===== config.mk =====
export PLATFORM = sky130hd
export DESIGN_NAME = cli_filter
export DESIGN_NICKNAME = d
export VERILOG_FILES = /design/src/hdl/cli_pkg.sv /design/src/hdl/cli_filter.sv
export SDC_FILE = /design/constraint.sdc
export NUM_CORES = 2
export LEC_CHECK = 0
export ABC_AREA = 1
export BUFFER_PORTS_ARGS = -buffer_cell sky130_fd_sc_hd__buf_2
export CAP_MARGIN = 5
export CORE_ASPECT_RATIO = 0.5
export CORE_MARGIN = 4
export CORE_UTILIZATION = 55
export DETAILED_ROUTE_END_ITERATION = 10
export PLACE_DENSITY = 0.75
export SETUP_SLACK_MARGIN = 0.5
export SKIP_CTS_REPAIR_TIMING = 1
export SLEW_MARGIN = 40
export SYNTH_ARGS = -nofsm -noshare
export SYNTH_HDL_FRONTEND = slang
export SYNTH_SLANG_ARGS = --single-unit

===== constraint.sdc =====
create_clock -name clk -period 5.6 [get_ports clk]
set_clock_uncertainty 0.05 [all_clocks]
set_input_delay 0.56 -clock clk [delete_from_list [all_inputs] [get_ports clk]]
set_output_delay 0.56 -clock clk [all_outputs]
set_load 0.01 [all_outputs]

===== src/hdl/cli_pkg.sv =====
package cli_pkg;

  // Tap count and weight format (Q2.14).
  localparam int NUM_TAPS    = 4;
  localparam int WEIGHT_W    = 16;
  localparam int WEIGHT_FRAC = 14;

  // The position is brought to this many fraction bits before the weights are derived.
  localparam int POS_W = 16;

  typedef logic signed [WEIGHT_W-1:0] weight_t;
  typedef weight_t [NUM_TAPS-1:0] tap_weights_t;

  // Weights for t = 0: the nearer preceding row passes straight through.
  localparam tap_weights_t RESET_WEIGHTS = {16'sd0, 16'sd0, 16'sd16384, 16'sd0};

  // Weight generator sequencer.
  typedef enum logic [1:0] {
    WG_IDLE,
    WG_MUL,
    WG_ROUND
  } wg_state_t;

  // Products formed on the shared multiplier, in issue order.
  typedef enum logic [2:0] {
    MS_TT,
    MS_UU,
    MS_TTT,
    MS_UUU,
    MS_TUU,
    MS_UTT
  } mul_step_t;

  // Status handed from the weight generator to the rest of the block.
  typedef struct packed {
    logic         busy;
    tap_weights_t weights;
  } wg_status_t;

endpackage


===== src/hdl/cli_filter.sv =====
module cli_filter #(
  parameter int SAMPLE_BITS = 16
) (
  input  logic                                      clk,
  input  logic                                      rst,
  input  logic                                      in_valid,
  output logic                                      in_ready,
  input  logic [cli_pkg::NUM_TAPS*SAMPLE_BITS-1:0]  in_data,
  input  logic                                      in_last,
  input  cli_pkg::tap_weights_t                     weights,
  output logic                                      out_valid,
  input  logic                                      out_ready,
  output logic [SAMPLE_BITS-1:0]                    out_value,
  output logic                                      out_last,
  output logic                                      out_sat
);
  import cli_pkg::*;

  localparam int PROD_W = SAMPLE_BITS + WEIGHT_W;
  localparam int ACC_W  = PROD_W + 2;
  localparam int RND_W  = ACC_W - WEIGHT_FRAC;

  localparam logic signed [ACC_W-1:0] ROUND_BIAS = ACC_W'(1) <<< (WEIGHT_FRAC - 1);
  localparam logic signed [RND_W-1:0] SAT_MAX =
    RND_W'((64'sd1 <<< (SAMPLE_BITS - 1)) - 64'sd1);
  localparam logic signed [RND_W-1:0] SAT_MIN = RND_W'(-(64'sd1 <<< (SAMPLE_BITS - 1)));

  logic                          s1_valid;
  logic signed [SAMPLE_BITS-1:0] s1_smp [NUM_TAPS];
  logic                          s1_last;
  logic                          p_valid;
  logic signed [PROD_W-1:0]      p_prod [NUM_TAPS];
  logic signed [PROD_W-1:0]      prod_next [NUM_TAPS];
  logic                          p_last;
  logic                          out_open;
  logic                          p_open;
  logic signed [ACC_W-1:0]       acc_sum;
  logic signed [ACC_W-1:0]       acc_bias;
  logic signed [RND_W-1:0]       rnd;
  logic                          sat_hi;
  logic                          sat_lo;
  logic [SAMPLE_BITS-1:0]        value_next;

  // Each stage takes a new item when it is empty or its item moves on.
  assign out_open = !out_valid || out_ready;
  assign p_open   = !p_valid || out_open;
  assign in_ready = !s1_valid || p_open;

  // One multiplier per tap.
  always_comb begin
    for (int k = 0; k < NUM_TAPS; k++) begin
      prod_next[k] = s1_smp[k] * $signed(weights[k]);
    end
  end

  // Sum, round half up to the sample format and clip.
  always_comb begin
    acc_sum = '0;
    for (int k = 0; k < NUM_TAPS; k++) begin
      acc_sum = acc_sum + ACC_W'(p_prod[k]);
    end
    acc_bias = acc_sum + ROUND_BIAS;
    rnd      = $signed(acc_bias[ACC_W-1:WEIGHT_FRAC]);
    sat_hi   = (rnd > SAT_MAX);
    sat_lo   = (rnd < SAT_MIN);
    if (sat_hi) begin
      value_next = {1'b0, {(SAMPLE_BITS-1){1'b1}}};
    end else if (sat_lo) begin
      value_next = {1'b1, {(SAMPLE_BITS-1){1'b0}}};
    end else begin
      value_next = rnd[SAMPLE_BITS-1:0];
    end
  end

  // Stage valid flags.
  always_ff @(posedge clk) begin
    if (rst) begin
      s1_valid  <= 1'b0;
      p_valid   <= 1'b0;
      out_valid <= 1'b0;
    end else begin
      if (in_ready) begin
        s1_valid <= in_valid;
      end
      if (p_open) begin
        p_valid <= s1_valid;
      end
      if (out_open) begin
        out_valid <= p_valid;
      end
    end
  end

  // Stage payloads.
  always_ff @(posedge clk) begin
    if (in_ready && in_valid) begin
      for (int k = 0; k < NUM_TAPS; k++) begin
        s1_smp[k] <= $signed(in_data[k*SAMPLE_BITS +: SAMPLE_BITS]);
      end
      s1_last <= in_last;
    end
    if (p_open && s1_valid) begin
      for (int k = 0; k < NUM_TAPS; k++) begin
        p_prod[k] <= prod_next[k];
      end
      p_last <= s1_last;
    end
    if (out_open && p_valid) begin
      out_value <= value_next;
      out_last  <= p_last;
      out_sat   <= sat_hi || sat_lo;
    end
  end

endmodule


==> results.cfg <==
[drt]
drt_iter0_drc = 3286
first_pass_iters = 6
via_per_inst = 5.17
wl_per_cell_um = 17.7
ant_nets = 0
drc = 0
routed_wl_um = 142000
num_vias = 41600

[global_routing]
grt_pass1_vias = 43400
grt_max_degree = 68
grt_pass1_wl_um = 219000
antenna_found_initial = 1
grt-ovfl-total = 0
grt_use_total_pct = 27.7

[setup_path]
worstSetupEndpointType = flip-flop
cp-start-kind = flip-flop
rrSetupSlack_ns = -0.31
crit_type = flip-flop to flip-flop
max_stage_delay_ns = 0.69
crit_buf_inv = 6
required_ns = 5.92
cp_cell_sequence = buf_12 -> nand2_4 -> inv_4 -> fa_2 -> fa_1 -> fa_2 -> fa_1 -> fa_1 -> inv_1 -> fa_1 -> inv_2 -> ha_4 -> nand2_4 -> nor2_4 -> inv_2 -> nor3_2 -> nand2_1 -> o211ai_1 -> buf_4 -> a21oi_2 -> xnor2_2
cp_slowest_cell = fa_2
reg2reg_to = p_prod[2][26]
ff2ff_path_depth = 21
critPathMostFrequentCell = fa_1
timing.rr.start = s1_smp[2][15]
critPathTopFamily = adder cells
cp.arrival_ns = 6.23
critPathMaxFanout = 5

[floorplanning]
rows = 79
fp.coreArea_sq_um = 92900
die_y_um = 224
ioPinCount = 153
dieWidth_um = 441
initial_core_util_pct = 55.5
dieArea_sq_um = 98900

[hold_path]
worstHoldPathType = input pin to flip-flop
hold_end = s1_smp[1][12]
hp-start = in_data[28]
hold_depth = 1

[clock_tree]
cts_buffer_depth = 3
clk_pin_slew_worst_paths_ns = 0.07
clkLatencyLatePin_ns = 0.64
cts_tree = done
h-tree-depth = 1
numCtsBuffers = 26
cts_root_buf = clkbuf_16
clock_sinks = 215

[sta]
hold_viol_final = 0
post-route-period-util_pct = 105
max_slew_margin_pct = 55.5
tightestPinTransition_ns = 0.668
finalWorstSetupSlack_ns = -0.307
rsz0062_at_grt = yes
fmax_ghz = 0.169
min_period_ns = 5.91
worst_hold_slack_ns = 0.0438
drv_slew = 0
setup_violations = 33

[yosys]
yosysSeqAreaShare_pct = 12.5
netlist_area_sq_um = 51500
synth_flop_cell = edfxtp_1
synth-simple-area-share_pct = 13.0
yosys.area.top_type = fa_1
synth-async-reset-ratio_pct = 0
synthAdderAreaFrac_pct = 52.6
synthMuxAreaShare_pct = 0
synth.most_common_cell = inv_1
synth_top_area_share_pct = 43.2
syn_nets = 7689
yosys-top-cells-count = inv_1 (1,932), nand2_1 (1,375), fa_1 (1,112), ha_1 (389), clkbuf_1 (230)
yosys.area_share.xor_xnor_pct = 2.63
synth_top_family_by_area = adder cells
ys_warn_count = 0
synth_area_leaders = fa_1 (43%), inv_1 (14%), edfxtp_1 (12%)
ys_seq_elements = 215
ys_types = 40
synth_edf_count = 212
syn_area_per_cell_sq_um = 8.51
synth-compound-area-share_pct = 3.44
postSynthCellCount = 6055

[placement]
dp_hpwl_um = 114000
gp_congestion = 0.928
portBuffers = 152

[run_status]
status = finished with violations
violations = setup timing

[finish]
layout.nets = 8395
area_growth_pct = 24.8
drive_above_1_share_pct = 25.5

[flow_run]
maxCapViolCount = 0
-- registers in the layout (all words and copies together) (netlist names) --
signal     flops
s1_valid       1
s1_smp        64
p_last         1
out_valid      1
p_valid        1
s1_last        1
p_prod       128
out_last       1
out_sat        1
out_value     16
-- cells in the final DEF, fill, tap and decap left out, types with 9 or more instances in the layout --
| cell | count |
|---|---|
| a21oi_1 | 75 |
| nor2_1 | 126 |
| a21oi_2 | 42 |
| nor3_1 | 9 |
| buf_2 | 153 |
| nand3_1 | 44 |
| o21ai_1 | 19 |
| inv_2 | 149 |
| nor2_4 | 21 |
| nand2_4 | 51 |
| ha_2 | 11 |
| o21bai_1 | 12 |
| nor2_2 | 38 |
| xor2_2 | 20 |
| ha_4 | 87 |
| nand2_1 | 1224 |
| or2_2 | 16 |
| xnor2_2 | 9 |
| xnor2_1 | 46 |
| fa_1 | 1037 |
| a21oi_4 | 27 |
| clkbuf_16 | 33 |
| ha_1 | 291 |
| nand3_2 | 17 |
| o21ai_2 | 24 |
| xor2_1 | 72 |
| buf_4 | 615 |
| edfxtp_1 | 212 |
| inv_1 | 1778 |
| o21ai_0 | 26 |
| nand2_2 | 106 |
| nand4_1 | 17 |
| fa_2 | 75 |
| buf_6 | 93 |
| a21o_1 | 27 |
| buf_12 | 42 |
-- per-stage QoR --
stage	instance area [sq um]	std cells	setup slack, ns	TNS (ns)	utilization (%)
final	64300	8038	-0.307	-3.87	69.2
after global placement	59000	7818	-0.700	-15.51	63.5
after floorplan	53600	6055	0.0749	0	-
after global routing	64300	8037	-0.499	-11.18	69.2
after detailed placement	59000	7818	-0.710	-19.21	63.5
after CTS	59900	7866	-0.419	-5.59	64.4
-- layout make-up --
class	instances	area, sq um
diodes	2	5.00
clock buffers	30	666
clock inverters	18	160
fillers	6735	28600
inverters	1932	7270
multi-input cells	3673	40700
flip-flops and latches	215	6430
well taps	1255	1570
repair buffers	913	7490
-- cell families after synthesis --
family | after synthesis
AO/OA/AOI/OAI | 310
adder cells (fa/ha/maj) | 1501
XOR/XNOR | 155
AND/OR/NAND/NOR | 1707
buffers and inverters | 2167
flip-flops | 215
-- per-layer routing --
layer	track usage (%)	part of all wire, %	up-vias
li1	-	-	18600
met1	38.7	40	20900
met2	45.6	49	1735
met3	4.67	8.7	347
met4	6.60	3.2	0
met5	0	0	-
-- how the worst max path moves through the flow --
stage                       start  depth (start not counted)  slack [ns]       endpoint
floorplan             weights[36]                         23        0.07  p_prod[2][26]
global placement      weights[47]                         20       -0.70  p_prod[2][26]
detailed placement    weights[47]                         20       -0.71  p_prod[2][26]
CTS                 s1_smp[2][15]                         18       -0.42  p_prod[2][26]
global route         s1_smp[2][7]                         23       -0.50  p_prod[2][26]
finish              s1_smp[2][15]                         21       -0.31  p_prod[2][26]
Power is left out: the tool's default activity adds up to more than one toggle a clock period on the data nets, which glitch-free logic cannot reach.
