## src/hdl/cli_pkg.sv

```systemverilog
package cli_pkg;

  // Tap count and weight format (Q2.14).
  localparam int NUM_TAPS    = 4;
  localparam int WEIGHT_W    = 16;
  localparam int WEIGHT_FRAC = 14;

  // The position is brought to this many fraction bits before the weights are derived.
  localparam int POS_W = 16;

  typedef logic signed [WEIGHT_W-1:0] weight_t;
  typedef weight_t [NUM_TAPS-1:0] tap_weights_t;

  // Weights for t = 0: the nearer preceding row passes straight through.
  localparam tap_weights_t RESET_WEIGHTS = {16'sd0, 16'sd0, 16'sd16384, 16'sd0};

  // Weight generator sequencer.
  typedef enum logic [1:0] {
    WG_IDLE,
    WG_MUL,
    WG_ROUND
  } wg_state_t;

  // Products formed on the shared multiplier, in issue order.
  typedef enum logic [2:0] {
    MS_TT,
    MS_UU,
    MS_TTT,
    MS_UUU,
    MS_TUU,
    MS_UTT
  } mul_step_t;

  // Status handed from the weight generator to the rest of the block.
  typedef struct packed {
    logic         busy;
    tap_weights_t weights;
  } wg_status_t;

endpackage

```

## src/hdl/cli_weight_gen.sv

```systemverilog
module cli_weight_gen (
  input  logic                      clk,
  input  logic                      rst,
  input  logic                      start,
  input  logic [cli_pkg::POS_W-1:0] position,
  output cli_pkg::wg_status_t       status
);
  import cli_pkg::*;

  // Numerators are scaled by 2^(3*POS_W+2); the weight keeps WEIGHT_FRAC fraction bits.
  localparam int NUM_W       = 3 * POS_W + 8;
  localparam int ROUND_SHIFT = 3 * POS_W + 2 - WEIGHT_FRAC;
  localparam int MUL_A_W     = 2 * POS_W + 1;
  localparam int MUL_B_W     = POS_W + 1;
  localparam int PROD_W      = MUL_A_W + MUL_B_W;

  wg_state_t            state, state_next;
  mul_step_t            step, step_next;
  logic [POS_W-1:0]     t_val;
  logic [POS_W:0]       u_val;
  logic [2*POS_W-1:0]   t2;
  logic [2*POS_W:0]     u2;
  logic [3*POS_W-1:0]   t3;
  logic [3*POS_W:0]     u3;
  logic [3*POS_W-1:0]   tu2;
  logic [3*POS_W-1:0]   ut2;
  logic [MUL_A_W-1:0]   mul_a;
  logic [MUL_B_W-1:0]   mul_b;
  logic [PROD_W-1:0]    product;
  tap_weights_t         weights;
  tap_weights_t         weights_next;

  // Round half up: floor((n + 2^(ROUND_SHIFT-1)) / 2^ROUND_SHIFT).
  function automatic weight_t round_weight(input logic signed [NUM_W-1:0] n);
    logic signed [NUM_W-1:0] biased;
    biased = n + (NUM_W'(1) <<< (ROUND_SHIFT - 1));
    return biased[ROUND_SHIFT +: WEIGHT_W];
  endfunction

  // Operand selection for the shared multiplier.
  always_comb begin
    case (step)
      MS_TT: begin
        mul_a = MUL_A_W'(t_val);
        mul_b = MUL_B_W'(t_val);
      end
      MS_UU: begin
        mul_a = MUL_A_W'(u_val);
        mul_b = u_val;
      end
      MS_TTT: begin
        mul_a = MUL_A_W'(t2);
        mul_b = MUL_B_W'(t_val);
      end
      MS_UUU: begin
        mul_a = u2;
        mul_b = u_val;
      end
      MS_TUU: begin
        mul_a = u2;
        mul_b = MUL_B_W'(t_val);
      end
      MS_UTT: begin
        mul_a = MUL_A_W'(t2);
        mul_b = u_val;
      end
      default: begin
        mul_a = '0;
        mul_b = '0;
      end
    endcase
  end

  assign product = mul_a * mul_b;

  // Kernel numerators from the stored products, then rounding to Q2.14.
  always_comb begin
    logic signed [NUM_W-1:0] e_t2, e_u2, e_t3, e_u3, e_tu2, e_ut2, one_x4;
    e_t2   = NUM_W'(t2);
    e_u2   = NUM_W'(u2);
    e_t3   = NUM_W'(t3);
    e_u3   = NUM_W'(u3);
    e_tu2  = NUM_W'(tu2);
    e_ut2  = NUM_W'(ut2);
    one_x4 = NUM_W'(1) <<< (3 * POS_W + 2);
    weights_next[0] = round_weight(-(e_tu2 + (e_tu2 <<< 1)));
    weights_next[1] = round_weight(one_x4 - ((e_t2 <<< (POS_W + 3)) + (e_t2 <<< POS_W))
                                   + ((e_t3 <<< 2) + e_t3));
    weights_next[2] = round_weight(one_x4 - ((e_u2 <<< (POS_W + 3)) + (e_u2 <<< POS_W))
                                   + ((e_u3 <<< 2) + e_u3));
    weights_next[3] = round_weight(-(e_ut2 + (e_ut2 <<< 1)));
  end

  // Next state: six multiplies, then a rounding step.
  always_comb begin
    state_next = state;
    step_next  = step;
    case (state)
      WG_IDLE: begin
        if (start) begin
          state_next = WG_MUL;
          step_next  = MS_TT;
        end
      end
      WG_MUL: begin
        if (step == MS_UTT) begin
          state_next = WG_ROUND;
        end else begin
          step_next = mul_step_t'(step + 3'd1);
        end
      end
      WG_ROUND: begin
        state_next = WG_IDLE;
      end
      default: begin
        state_next = WG_IDLE;
      end
    endcase
  end

  // Sequencer and weight registers.
  always_ff @(posedge clk) begin
    if (rst) begin
      state   <= WG_IDLE;
      step    <= MS_TT;
      weights <= RESET_WEIGHTS;
    end else begin
      state <= state_next;
      step  <= step_next;
      if (state == WG_ROUND) begin
        weights <= weights_next;
      end
    end
  end

  // Position capture and product registers.
  always_ff @(posedge clk) begin
    if (state == WG_IDLE && start) begin
      t_val <= position;
      u_val <= (MUL_B_W'(1) << POS_W) - MUL_B_W'(position);
    end
    if (state == WG_MUL) begin
      case (step)
        MS_TT:   t2  <= product[2*POS_W-1:0];
        MS_UU:   u2  <= product[2*POS_W:0];
        MS_TTT:  t3  <= product[3*POS_W-1:0];
        MS_UUU:  u3  <= product[3*POS_W:0];
        MS_TUU:  tu2 <= product[3*POS_W-1:0];
        MS_UTT:  ut2 <= product[3*POS_W-1:0];
        default: ;
      endcase
    end
  end

  assign status.busy    = (state != WG_IDLE);
  assign status.weights = weights;

endmodule

```

## config.mk

```make
export PLATFORM = sky130hd
export DESIGN_NAME = cli_weight_gen
export DESIGN_NICKNAME = d
export VERILOG_FILES = /design/src/hdl/cli_pkg.sv /design/src/hdl/cli_weight_gen.sv
export SDC_FILE = /design/constraint.sdc
export NUM_CORES = 2
export LEC_CHECK = 0
export BUFFER_PORTS_ARGS = -buffer_cell sky130_fd_sc_hd__buf_4
export CORE_MARGIN = 2
export CORE_UTILIZATION = 30
export DETAILED_ROUTE_END_ITERATION = 10
export GPL_ROUTABILITY_DRIVEN = 0
export PLACE_DENSITY_LB_ADDON = 0.1
export SLEW_MARGIN = 10
export SYNTH_ARGS = -nofsm -noshare
export SYNTH_HDL_FRONTEND = slang
export SYNTH_SLANG_ARGS = --single-unit
```

## constraint.sdc

```tcl
create_clock -name clk -period 8.1 [get_ports clk]
set_clock_uncertainty 0.1 [all_clocks]
set_input_delay 1.62 -clock clk [delete_from_list [all_inputs] [get_ports clk]]
set_output_delay 1.62 -clock clk [all_outputs]
set_load 0.05 [all_outputs]
```

==> run_results.csv <==
group,metric,value,unit
logic_synthesis,synth.area.top_cells,"fa_1 25%, edfxtp_1 19%, ha_1 16%, inv_1 7.4%, nand2_1 4.8%",
clock_network,cts.hold.buffers_added,0,
floorplanning,die_area,152000,µm²
logic_synthesis,ys_warn_count,0,
sta,fmax,127,MHz
logic_synthesis,synth_edf_count,290,
critical_path,cp.arrival,8.19,ns
logic_synthesis,async_flop_share,0,
clock_network,htree_levels,2,
routing,drc,0,
logic_synthesis,synthMuxAreaShare,0.00145,
finish,area_growth,17.7,%
finish,layout_common_cells,"865 x inv_1, 566 x nand2_1, 548 x ha_1",
critical_path,critPathSlowestCell,"fa_1",
routing,vias,34400,
clock_network,clock_latency,0.61,ns
routing,routed_wl,150000,µm
logic_synthesis,synth_adder_area_share,0.406,
logic_synthesis,yosys.area_share.xor_xnor,0.0295,
critical_path,cp.required,8.43,ns
grt,grt_max_degree,50,
critical_path,path_common_cell,"fa_1",
logic_synthesis,synth_top_area_frac,0.249,
routing,antenna_left,0,
critical_path,crit_fanout,5,
clock_network,numCtsBuffers,44,
worst_hold_path,holdCritPathClass,"reg2reg",
place,port_buffers,83,
sta,hold_violations,0,
flow_run,drv_cap,0,
outcome,status,"complete, no violations",
floorplanning,pin_count,84,
logic_synthesis,ys_ff_latch,359,
clock_network,cts_tree,"yes",
floorplanning,std_cell_rows,141,
grt,grt_pass1_wl,225000,µm
grt,antenna_found_initial,11,
routing,wl_per_cell,21.1,µm
logic_synthesis,syn_area_per_cell,9.40,µm²
floorplanning,coreArea,148000,µm²
grt,grt_pass1_vias,36600,
logic_synthesis,synth_compound_area_frac,0.134,
sta,relSlewSlack,0.173,
grt,track_usage,0.197,
critical_path,crit_type,"reg2reg",
sta,rsz0062_at_grt,"yes",
finish,final_common_cell,"inv_1",
logic_synthesis,synthCells,4763,
logic_synthesis,syn-num-nets,5899,
critical_path,critPathMaxStageDelay,0.54,ns
place,dp_hpwl,125000,µm
floorplanning,start_util,0.302,
finish,fin_nets,6240,
critical_path,endpoint_kind,"register",
clock_network,cts_sinks,359,
routing,vias_per_cell,4.86,
logic_synthesis,syn_area,44800,µm²
sta,finalMaxSlewViolations,0,
finish,final_layout_size_suffix_gt1_frac,0.129,
floorplanning,die_y,390,µm
clock_network,cts_root_buf,"clkbuf_16",
logic_synthesis,synthSimpleGateAreaFrac,0.118,
sta,min_period_over_period,0.970,
sta,tightest_slew,1.23,ns
critical_path,startpoint_type,"register",
clock_network,cts_buffer_depth,3,
critical_path,crit_buf_inv,10,
routing,drtIter0Drc,2222,
floorplanning,fp.dieW,390,µm
logic_synthesis,yosys.area.top_type,"fa_1",
finish,final_util,0.356,
logic_synthesis,ys_types,80,
grt,grt-ovfl-total,0,
logic_synthesis,synth-seq-area-share,0.225,
routing,drtPass1Iterations,9,
logic_synthesis,synth_top_family_by_area,"adder cells",
sta,setup_viol,0,
logic_synthesis,ys_dominant_reg_cell,"edfxtp_1",
clock_network,clk_pin_slew,0.06,ns
critical_path,cp_top_family,"adder cells",
sta,min_period,7.86,ns
## worst paths after layout
path | slack [ns] | from | depth (start not counted) | to
hold / removal | 0.35 | status[51]$_SDFFE_PP0N_ | 2 | status[51]$_SDFFE_PP0N_
setup / recovery | 0.24 | step[0]$_SDFFE_PP0P_ | 30 | u3[45]$_DFFE_PP_
hold reg to reg | 0.35 | status[51]$_SDFFE_PP0N_ | 2 | status[51]$_SDFFE_PP0N_
setup reg to reg | 0.24 | step[0]$_SDFFE_PP0P_ | 30 | u3[45]$_DFFE_PP_
## Yosys cell counts (30+ instances only)
cell	number
dfxtp_1	69
nor2_1	329
a21o_1	151
o21bai_1	31
a22o_1	60
o21ai_0	127
nand4_1	39
xor2_1	55
clkbuf_1	143
a21oi_1	253
nor3_1	33
nand2_1	574
edfxtp_1	290
fa_1	557
xnor2_1	96
inv_1	879
ha_1	560
a22oi_1	30
nand3_1	53
and3_1	32
o21a_1	33
## kinds of logic after synthesis
kind of cell | Yosys count
flip-flops | 359
AND/OR/NAND/NOR | 1211
AO/OA/AOI/OAI | 889
multiplexers | 6
adder cells (fa/ha/maj) | 1117
buffers and inverters | 1030
XOR/XNOR | 151
## cell type report
cell class              instances  area [µm²]
flip-flops and latches        359       10100
fillers                     15200       95300
well taps                    1930        2410
inverters                     879        3300
multi-input cells            3374       31500
diodes                          5        12.5
clock buffers                  55        1210
repair buffers                446        3910
clock inverters                26         239
## metrics by stage
stage          setup TNS, ns  instances  hold WS (ns)  cell area (µm²)  worst slack (ns)
2_1_floorplan              0       4763         0.418            44800             0.165
3_3_place_gp          -29.48       6952         0.340            50200            -0.745
3_5_place_dp          -24.51       6952         0.337            50200            -0.578
4_1_cts                    0       7037         0.354            51900           0.00952
5_1_grt               -0.420       7069         0.380            52700           -0.0762
6_report                   0       7074         0.351            52700             0.243
## worst min-delay path: cells and delay by family (launching register included)
kind / cells / cell delay, ns
compound gates: 1 / 0.05
simple gates: 1 / 0.05
flops: 1 / 0.31
## layer usage
| metal | global-route usage | wire length [µm] |
|---|---|---|
| met1 | 0.266 | 68500 |
| met2 | 0.336 | 70900 |
| met3 | 0.0209 | 6020 |
| met4 | 0.0509 | 4090 |
| met5 | 0 | 0 |
## what timing repair did
item,CTS,global route
hold endpoints to repair,0,0
setup buffers,4,31
gates resized for setup,39,136
setup endpoints to repair,108,126
pin swaps,10,76
cloned,0,3
## registers in the layout (all words and copies together), names as in the netlist
register,flops
state,2
u_val,16
step,3
t2,32
u2,33
ut2,48
tu2,48
u3,49
status,64
t_val,16
t3,48
Power is left out: the tool's default activity adds up to more than one toggle a clock period on the data nets, which glitch-free logic cannot reach.
